## src/ais_pkg.sv

```systemverilog
// ============================================================================
// Ascending integer sorter package
// Sizes, data type and the queue entry shared by the sorter modules.
// ============================================================================
`default_nettype none

package ais_pkg;

    // Buffer depth and element width.
    localparam int DEPTH      = 64;
    localparam int DATA_WIDTH = 32;

    // Index into the buffer and count that can also hold DEPTH itself.
    localparam int IDX_W = $clog2(DEPTH);
    localparam int CNT_W = $clog2(DEPTH + 1);

    // Queue between front and back; depth is a power of two so pointers wrap.
    localparam int QPTR_W = 2;
    localparam int QDEPTH = 1 << QPTR_W;

    typedef logic signed [DATA_WIDTH-1:0] data_t;

    // One classified element on its way to the back end.
    typedef struct packed {
        data_t value;
        logic  last;   // closes the set
        logic  store;  // element fits in the buffer
        logic  drop;   // set has lost an element so far, this one included
    } qentry_t;

    // Queue handshake as seen by one side.
    typedef struct packed {
        logic    valid;
        qentry_t entry;
    } qxfer_t;

endpackage

`default_nettype wire

```

## src/ais_if.sv

```systemverilog
// ============================================================================
// Ascending integer sorter channels
// Valid/ready channels for input elements and sorted results.
// ============================================================================
`default_nettype none

// Input elements: one transfer per element.
interface ais_in_if;
    logic          valid;
    logic          ready;
    ais_pkg::data_t value;
    logic          last_in;

    modport source (output valid, output value, output last_in, input ready);
    modport sink   (input valid, input value, input last_in, output ready);
endinterface

// Sorted results: one transfer per element, ascending.
interface ais_out_if;
    logic          valid;
    logic          ready;
    ais_pkg::data_t sorted_value;
    logic          last_out;
    logic          overflow;

    modport source (output valid, output sorted_value, output last_out,
                    output overflow, input ready);
    modport sink   (input valid, input sorted_value, input last_out,
                    input overflow, output ready);
endinterface

`default_nettype wire

```

## src/ascending_integer_sorter.sv

```systemverilog
// ============================================================================
// Ascending integer sorter
// Collects a set of signed integers and returns it in ascending order.
// ============================================================================
// Elements arrive one per transfer, and the element with last_in set closes
// the set. The front end takes one element per cycle as long as its
// four-entry queue has room; the back end drains that queue into a 64-entry
// buffer at one element per cycle while loading. Once a set is closed the
// back end sorts it with bubble passes over the buffer: at most n-1 passes
// run for n elements, and the sort stops after the first pass with no swap.
// The results then leave one at a time through an output register.
// While the back end sorts or emits, the front end keeps taking elements of
// the next set until the queue fills. Elements beyond the buffer depth are
// dropped and every result of that set carries overflow. No clearing pass is
// needed after reset.
`default_nettype none

module ascending_integer_sorter (
    input  wire logic  clk,
    input  wire logic  rst_n,
    ais_in_if.sink     in_items,
    ais_out_if.source  out_items
);

    ais_pkg::qxfer_t push;
    ais_pkg::qxfer_t pop;
    logic            push_ready;
    logic            pop_ready;

    // Classify incoming elements.
    ais_front u_front (
        .clk        (clk),
        .rst_n      (rst_n),
        .in_items   (in_items),
        .push       (push),
        .push_ready (push_ready)
    );

    // Decouple front and back.
    ais_fifo u_fifo (
        .clk        (clk),
        .rst_n      (rst_n),
        .push       (push),
        .push_ready (push_ready),
        .pop        (pop),
        .pop_ready  (pop_ready)
    );

    // Store, sort and emit.
    ais_back u_back (
        .clk        (clk),
        .rst_n      (rst_n),
        .pop        (pop),
        .pop_ready  (pop_ready),
        .out_items  (out_items)
    );

endmodule

`default_nettype wire

```

## src/ais_front.sv

```systemverilog
// ============================================================================
// Sorter front end
// Accepts elements, tracks buffer fill per set and marks dropped elements.
// ============================================================================
`default_nettype none

module ais_front (
    input  wire logic        clk,
    input  wire logic        rst_n,
    ais_in_if.sink           in_items,
    output ais_pkg::qxfer_t  push,
    input  wire logic        push_ready
);

    logic [ais_pkg::CNT_W-1:0] fcount_reg, fcount_next;
    logic                      fdrop_reg, fdrop_next;
    logic                      fits;
    logic                      xfer;

    // An element fits while the set holds fewer than DEPTH elements.
    assign fits = (fcount_reg < ais_pkg::CNT_W'(ais_pkg::DEPTH));
    assign xfer = in_items.valid && push_ready;

    assign in_items.ready    = push_ready;
    assign push.valid        = in_items.valid;
    assign push.entry.value  = in_items.value;
    assign push.entry.last   = in_items.last_in;
    assign push.entry.store  = fits;
    assign push.entry.drop   = fdrop_reg || !fits;

    // Per-set fill count and drop flag; both restart after the closing element.
    always_comb
    begin
        fcount_next = fcount_reg;
        fdrop_next  = fdrop_reg;
        if (xfer)
        begin
            if (in_items.last_in)
            begin
                fcount_next = '0;
                fdrop_next  = 1'b0;
            end
            else
            begin
                fcount_next = fcount_reg + {{(ais_pkg::CNT_W-1){1'b0}}, fits};
                fdrop_next  = fdrop_reg || !fits;
            end
        end
    end

    always_ff @(posedge clk or negedge rst_n)
    begin
        if (!rst_n)
        begin
            fcount_reg <= '0;
            fdrop_reg  <= 1'b0;
        end
        else
        begin
            fcount_reg <= fcount_next;
            fdrop_reg  <= fdrop_next;
        end
    end

endmodule

`default_nettype wire

```

## src/ais_fifo.sv

```systemverilog
// ============================================================================
// Sorter element queue
// Short first-in first-out queue between the front and the back end.
// ============================================================================
`default_nettype none

module ais_fifo (
    input  wire logic            clk,
    input  wire logic            rst_n,
    input  wire ais_pkg::qxfer_t push,
    output logic                 push_ready,
    output ais_pkg::qxfer_t      pop,
    input  wire logic            pop_ready
);

    ais_pkg::qentry_t           entry_reg [ais_pkg::QDEPTH];
    logic [ais_pkg::QPTR_W-1:0] wptr_reg, rptr_reg;
    logic [ais_pkg::QPTR_W:0]   fill_reg;
    logic                       do_push, do_pop;

    assign push_ready = (fill_reg != (ais_pkg::QPTR_W+1)'(ais_pkg::QDEPTH));
    assign pop.valid  = (fill_reg != '0);
    assign pop.entry  = entry_reg[rptr_reg];
    assign do_push    = push.valid && push_ready;
    assign do_pop     = pop.valid && pop_ready;

    // Entry storage.
    always_ff @(posedge clk)
    begin
        if (do_push)
        begin
            entry_reg[wptr_reg] <= push.entry;
        end
    end

    // Pointers and fill level.
    always_ff @(posedge clk or negedge rst_n)
    begin
        if (!rst_n)
        begin
            wptr_reg <= '0;
            rptr_reg <= '0;
            fill_reg <= '0;
        end
        else
        begin
            if (do_push)
            begin
                wptr_reg <= wptr_reg + 1'b1;
            end
            if (do_pop)
            begin
                rptr_reg <= rptr_reg + 1'b1;
            end
            case ({do_push, do_pop})
                2'b10:   fill_reg <= fill_reg + 1'b1;
                2'b01:   fill_reg <= fill_reg - 1'b1;
                default: fill_reg <= fill_reg;
            endcase
        end
    end

endmodule

`default_nettype wire

```

## src/ais_back.sv

```systemverilog
// ============================================================================
// Sorter back end
// Stores a set, sorts it with early-exit bubble passes and emits it.
// ============================================================================
`default_nettype none

module ais_back (
    input  wire logic            clk,
    input  wire logic            rst_n,
    input  wire ais_pkg::qxfer_t pop,
    output logic                 pop_ready,
    ais_out_if.source            out_items
);

    typedef enum logic [2:0] {
        S_LOAD,
        S_PINIT,
        S_PFIRST,
        S_PRUN,
        S_PEND,
        S_ERD,
        S_EHOLD
    } state_t;

    state_t                    state_reg, state_next;
    logic [ais_pkg::CNT_W-1:0] cnt_reg, cnt_next;
    logic [ais_pkg::IDX_W-1:0] lim_reg, lim_next;
    logic [ais_pkg::IDX_W-1:0] nlast_reg, nlast_next;
    logic [ais_pkg::IDX_W-1:0] k_reg, k_next;
    logic [ais_pkg::IDX_W-1:0] e_reg, e_next;
    ais_pkg::data_t            cur_reg, cur_next;
    logic                      swapped_reg, swapped_next;
    logic                      ovf_reg, ovf_next;
    logic                      out_valid_reg, out_valid_next;
    ais_pkg::data_t            out_value_reg, out_value_next;
    logic                      out_last_reg, out_last_next;
    logic                      out_ovf_reg, out_ovf_next;

    // Element buffer with one write and one registered read port.
    ais_pkg::data_t            mem [ais_pkg::DEPTH];
    ais_pkg::data_t            rd_data_reg;
    logic [ais_pkg::IDX_W-1:0] rd_addr;
    logic [ais_pkg::IDX_W-1:0] wr_addr;
    ais_pkg::data_t            wr_data;
    logic                      wr_en;

    logic [ais_pkg::CNT_W-1:0] set_size;
    logic [ais_pkg::CNT_W-1:0] set_size_m1;
    logic                      out_free;

    assign out_items.valid        = out_valid_reg;
    assign out_items.sorted_value = out_value_reg;
    assign out_items.last_out     = out_last_reg;
    assign out_items.overflow     = out_ovf_reg;

    // The output register can take a new result when empty or being drained.
    assign out_free = !out_valid_reg || out_items.ready;

    // Size of the set once the element at the queue head is stored.
    assign set_size    = cnt_reg + {{(ais_pkg::CNT_W-1){1'b0}}, pop.entry.store};
    assign set_size_m1 = set_size - 1'b1;

    always_ff @(posedge clk)
    begin
        if (wr_en)
        begin
            mem[wr_addr] <= wr_data;
        end
        rd_data_reg <= mem[rd_addr];
    end

    // Sequencer: load, bubble passes carrying the running maximum, emit.
    always_comb
    begin
        state_next     = state_reg;
        cnt_next       = cnt_reg;
        lim_next       = lim_reg;
        nlast_next     = nlast_reg;
        k_next         = k_reg;
        e_next         = e_reg;
        cur_next       = cur_reg;
        swapped_next   = swapped_reg;
        ovf_next       = ovf_reg;
        out_value_next = out_value_reg;
        out_last_next  = out_last_reg;
        out_ovf_next   = out_ovf_reg;
        out_valid_next = out_valid_reg && !out_items.ready;
        pop_ready      = 1'b0;
        rd_addr        = '0;
        wr_en          = 1'b0;
        wr_addr        = '0;
        wr_data        = pop.entry.value;

        unique case (state_reg)
            S_LOAD:
            begin
                pop_ready = 1'b1;
                if (pop.valid)
                begin
                    wr_en    = pop.entry.store;
                    wr_addr  = cnt_reg[ais_pkg::IDX_W-1:0];
                    cnt_next = set_size;
                    if (pop.entry.last)
                    begin
                        cnt_next   = '0;
                        ovf_next   = pop.entry.drop;
                        lim_next   = set_size_m1[ais_pkg::IDX_W-1:0];
                        nlast_next = set_size_m1[ais_pkg::IDX_W-1:0];
                        e_next     = '0;
                        if (set_size_m1 == '0)
                        begin
                            state_next = S_ERD;
                        end
                        else
                        begin
                            state_next = S_PINIT;
                        end
                    end
                end
            end

            // Start a pass by reading the first entry.
            S_PINIT:
            begin
                rd_addr      = '0;
                k_next       = {{(ais_pkg::IDX_W-1){1'b0}}, 1'b1};
                swapped_next = 1'b0;
                state_next   = S_PFIRST;
            end

            S_PFIRST:
            begin
                rd_addr    = k_reg;
                cur_next   = rd_data_reg;
                state_next = S_PRUN;
            end

            // Compare the carried element with entry k and write back the smaller.
            S_PRUN:
            begin
                rd_addr = k_reg + 1'b1;
                wr_en   = 1'b1;
                wr_addr = k_reg - 1'b1;
                if (cur_reg > rd_data_reg)
                begin
                    wr_data      = rd_data_reg;
                    swapped_next = 1'b1;
                end
                else
                begin
                    wr_data  = cur_reg;
                    cur_next = rd_data_reg;
                end
                if (k_reg == lim_reg)
                begin
                    state_next = S_PEND;
                end
                else
                begin
                    k_next = k_reg + 1'b1;
                end
            end

            // Park the pass maximum; stop if the pass swapped nothing or was the last.
            S_PEND:
            begin
                wr_en   = 1'b1;
                wr_addr = lim_reg;
                wr_data = cur_reg;
                if (!swapped_reg || (lim_reg == {{(ais_pkg::IDX_W-1){1'b0}}, 1'b1}))
                begin
                    e_next     = '0;
                    state_next = S_ERD;
                end
                else
                begin
                    lim_next   = lim_reg - 1'b1;
                    state_next = S_PINIT;
                end
            end

            S_ERD:
            begin
                rd_addr    = e_reg;
                state_next = S_EHOLD;
            end

            // Hand one sorted element to the output register.
            S_EHOLD:
            begin
                rd_addr = e_reg;
                if (out_free)
                begin
                    out_valid_next = 1'b1;
                    out_value_next = rd_data_reg;
                    out_last_next  = (e_reg == nlast_reg);
                    out_ovf_next   = ovf_reg;
                    if (e_reg == nlast_reg)
                    begin
                        state_next = S_LOAD;
                    end
                    else
                    begin
                        e_next     = e_reg + 1'b1;
                        state_next = S_ERD;
                    end
                end
            end

            default:
            begin
                state_next = S_LOAD;
            end
        endcase
    end

    always_ff @(posedge clk or negedge rst_n)
    begin
        if (!rst_n)
        begin
            state_reg     <= S_LOAD;
            cnt_reg       <= '0;
            out_valid_reg <= 1'b0;
        end
        else
        begin
            state_reg     <= state_next;
            cnt_reg       <= cnt_next;
            out_valid_reg <= out_valid_next;
        end
    end

    always_ff @(posedge clk)
    begin
        lim_reg       <= lim_next;
        nlast_reg     <= nlast_next;
        k_reg         <= k_next;
        e_reg         <= e_next;
        cur_reg       <= cur_next;
        swapped_reg   <= swapped_next;
        ovf_reg       <= ovf_next;
        out_value_reg <= out_value_next;
        out_last_reg  <= out_last_next;
        out_ovf_reg   <= out_ovf_next;
    end

endmodule

`default_nettype wire

```

## src/flat_wrapper.sv

```systemverilog
// flat-port wrapper written by rule: the top's interface ports become plain ports
module ascending_integer_sorter_flat 
  (clk, rst_n, in_items_valid, in_items_value, in_items_last_in, in_items_ready, out_items_valid, out_items_sorted_value, out_items_last_out, out_items_overflow, out_items_ready);
  ais_in_if in_items_i ();
  ais_out_if out_items_i ();
  input  wire logic clk;
  input  wire logic rst_n;
  input wire logic [$bits(in_items_i.valid)-1:0] in_items_valid;
  input wire logic [$bits(in_items_i.value)-1:0] in_items_value;
  input wire logic [$bits(in_items_i.last_in)-1:0] in_items_last_in;
  output wire logic [$bits(in_items_i.ready)-1:0] in_items_ready;
  output wire logic [$bits(out_items_i.valid)-1:0] out_items_valid;
  output wire logic [$bits(out_items_i.sorted_value)-1:0] out_items_sorted_value;
  output wire logic [$bits(out_items_i.last_out)-1:0] out_items_last_out;
  output wire logic [$bits(out_items_i.overflow)-1:0] out_items_overflow;
  input wire logic [$bits(out_items_i.ready)-1:0] out_items_ready;
  assign in_items_i.valid = in_items_valid;
  assign in_items_i.value = in_items_value;
  assign in_items_i.last_in = in_items_last_in;
  assign in_items_ready = in_items_i.ready;
  assign out_items_valid = out_items_i.valid;
  assign out_items_sorted_value = out_items_i.sorted_value;
  assign out_items_last_out = out_items_i.last_out;
  assign out_items_overflow = out_items_i.overflow;
  assign out_items_i.ready = out_items_ready;
  ascending_integer_sorter u_core (.clk(clk), .rst_n(rst_n), .in_items(in_items_i), .out_items(out_items_i));
endmodule
```

## config.mk

```make
export PLATFORM = sky130hd
export DESIGN_NAME = ascending_integer_sorter_flat
export DESIGN_NICKNAME = d
export VERILOG_FILES = /design/src/ais_pkg.sv /design/src/ais_if.sv /design/src/ascending_integer_sorter.sv /design/src/ais_front.sv /design/src/ais_fifo.sv /design/src/ais_back.sv /design/src/flat_wrapper.sv
export SDC_FILE = /design/constraint.sdc
export NUM_CORES = 2
export LEC_CHECK = 0
export BUFFER_PORTS_ARGS = -buffer_cell sky130_fd_sc_hd__buf_2
export CORE_MARGIN = 8
export CORE_UTILIZATION = 35
export CTS_CLUSTER_DIAMETER = 120
export DETAILED_ROUTE_END_ITERATION = 8
export HOLD_SLACK_MARGIN = 0.08
export PLACE_DENSITY = 0.55
export SYNTH_ARGS = -nofsm -noshare
export SYNTH_HDL_FRONTEND = slang
export SYNTH_SLANG_ARGS = --single-unit
```

## constraint.sdc

```tcl
create_clock -name clk -period 3.8 [get_ports clk]
set_input_delay 0.38 -clock clk [delete_from_list [all_inputs] [get_ports clk]]
set_output_delay 0.38 -clock clk [all_outputs]
set_load 0.01 [all_outputs]
```

==> reports/results.ini <==
[outcome]
status = complete, no violations

[floorplanning]
core_area_mm2 = 0.2565
io_pins = 73
start_util = 0.3511
die_w_um = 523.2
fp.dieH_um = 523.2
die-area_mm2 = 0.2738
num_rows = 186

[yosys]
synth_edf_count = 2280
synth.top_cell.area_share = 0.7603
yosysWarnings = 0
synthCells = 4230
synth_commonest_cells = 2280 x edfxtp_1, 543 x mux4_2, 197 x a22oi_1, 172 x nor2_1, 129 x nand2_1
synth_cell_type_count = 67
syn_avg_cell_area_um2 = 21.29
synth-main-ff-cell = edfxtp_1
async_flop_share = 0.01112
synth.most_common_cell = edfxtp_1
ys_ff_latch = 2338
synthesis.nets = 4316
yosysSeqAreaShare = 0.7746
synth_area_mm2 = 0.09005
netlist_top_cells_area = edfxtp_1 76%, mux4_2 14%, a22oi_1 1.6%, dfrtp_1 0.72%, nor2_1 0.72%
yosysTopAreaCell = edfxtp_1

[detailed_routing]
ant_nets = 0
first_pass_iters = 5
post-route-drc-count = 0
viasPerCell = 5.599
wl_um = 260500
drt_iter0_markers = 5665
via_count = 46810
wl_per_cell_um = 31.16

[critical_path]
critPathBufInv = 4
critical-path-top-delay-family = simple AND/OR/NAND/NOR gates
cp.required_ns = 4.47
crit_arrival_ns = 4.45
cp_slowest_cell = dfxtp_1
crit_path_start_kind = register
endpoint_kind = register
crit_chain = inv_1, ha_1, nand4_1, or2_2, nor3_2, buf_4, nand4_1, a41o_1, nor2_2, buf_12, a221o_2, buf_4
critPathMaxFanout = 27
crit_path_max_incr_delay_ns = 0.50
crit_type = reg2reg

[run]
drv_cap = 0

[final_layout]
area_delta_synth_final_pct = 19.24
post-route-util = 0.4187
regArea_mm2 = 0.06976
multiInputGateArea_mm2 = 0.01955
largest_reg_flops = 2048
fin_nets = 4858
layout-drive-gt1-share = 0.3048
n_fill_cell = 22280

[placement]
place_congestion = 0.8347
dp_hpwl_um = 154300
port_buffers = 72
place_ws_ns = -0.6292

[grt]
antenna_found_initial = 13
busiest_layer = met2
use_met1 = 0.2637
overflow = 0
grtUsageMet2 = 0.2989
grtUsageTotal = 0.1862
met3_usage = 0.02976
grt_pass1_wl_um = 363700
grt_max_degree = 86
grt_pass1_vias = 46850

[sta]
finalClockSkew_ns = 0.06041
finalSetupViolCount = 0
relSlewSlack = 0.1286
hold_viol_final = 0
tightestPinTransition_ns = 1.307
fin_crit_sh = 0.9967
finalCriticalPeriod_ns = 3.788
slew_viol_final = 0
finalSetupTns_ns = 0
timing.final.ws_setup_ns = 0.01244
max_freq_ghz = 0.2640

[clock_tree]
clock-root-buffer = clkbuf_16
cts_buffer_depth = 3
clock-sinks = 2338
cts_buffers = 229
clkTransAtPathRegs_ns = 0.06
worstSkewPairLatency_ns = 0.90
cts_tree = done
htree_levels = 4

[power]
power_leakage_nw = 34.56
ir_worst_vdd_mv = 0.7273
power_density_mw_per_mm2 = 1000

[worst_hold_path]
hold_class = in2reg

-- power breakdown --
part	total [mW]	switching, mW	internal, mW	leakage (nW)
Clock	22.7	9.95	12.8	3.66
Combinational	45.4	28.3	17.1	9.68
Sequential	39.3	0.881	38.4	21.2
-- timing repair --
item,4_1_cts,5_1_grt
pin swaps,3,5
endpoints found under the hold margin,170,0
buffers inserted,0,13
hold buffers,39,0
setup endpoints to repair,11,145
resized for setup,11,18
gates cloned,1,3
-- per-layer routing --
| layer | wire [um] | share of wire |
|---|---|---|
| met1 | 109500 | 0.42 |
| met2 | 122700 | 0.47 |
| met3 | 20310 | 0.078 |
| met4 | 7984 | 0.031 |
| met5 | 7 | 0.000027 |
-- cells by family (layout without fill, tap and decap cells) --
logic type | after synthesis | count (layout) | share of synthesized area
other | 0 | 6 | 0
buffers and inverters | 284 | 1024 | 0.01560
AOI/OAI and AO/OA | 496 | 496 | 0.03829
xor gates and xnor gates | 44 | 44 | 0.004279
DFF | 2338 | 2338 | 0.7746
muxes | 552 | 552 | 0.1369
and+or+nand+nor | 467 | 467 | 0.02344
adders and majority gates | 49 | 49 | 0.006892
-- metrics by stage --
step / instances / total power, mW / cell area (um2) / hold slack [ns]
final: 8360 / 107.4 / 107400 / 0.2623
after CTS: 8338 / 107.5 / 107100 / 0.1813
after global routing: 8355 / 111.3 / 107400 / 0.2270
after detailed placement: 7869 / 84.69 / 99060 / 0.4400
after floorplan: 4230 / 62.83 / 90060 / 0.08441
after global placement: 7869 / 83.97 / 99060 / 0.4373
-- cells in the final DEF (no fill, tap or decap), types with 39 or more instances in the layout --
cell type	n
a22oi_1	196
inv_1	50
nand2_1	128
clkbuf_16	232
ha_1	48
buf_4	270
edfxtp_1	2280
nor2_4	69
buf_12	148
nand3_1	52
clkinv_1	50
nor2_1	102
clkinv_2	39
mux4_2	543
o21ai_0	51
a21oi_1	82
clkbuf_1	46
buf_2	72
-- final timing paths --
check / startpoint / endpoint / slack, ns / cells after the start
max in group asynchronous: rst_n / u_core.u_back.state_reg[2]$_DFFE_PN0P_ / 3.08 / 4
worst min register to register: u_core.u_back.ovf_reg$_DFFE_PP_ / u_core.u_back.out_items.overflow$_DFFE_PP_ / 0.45 / 0
min in group asynchronous: rst_n / u_core.u_front.fcount_reg[2]$_DFFE_PN0P_ / 0.52 / 4
worst max register to register: u_core.u_back.rd_data_reg[28]$_DFF_P_ / u_core.u_back.mem[39][29]$_DFFE_PP_ / 0.01 / 12
worst max-delay path: u_core.u_back.rd_data_reg[28]$_DFF_P_ / u_core.u_back.mem[39][29]$_DFFE_PP_ / 0.01 / 12
worst min-delay path: in_items_value[31] / u_core.u_fifo.entry_reg[3][34]$_DFFE_PP_ / 0.26 / 2
-- layout make-up --
type,count,area share
flip-flops and latches,2338,0.6497
clock inverters,146,0.01462
inverters,52,0.001841
diodes,6,0.0001398
multi-input cells,1608,0.1820
well taps,3384,0.03943
clock buffers,283,0.05600
repair buffers,543,0.05623
Note: power is estimated with default switching activity, not from simulation.
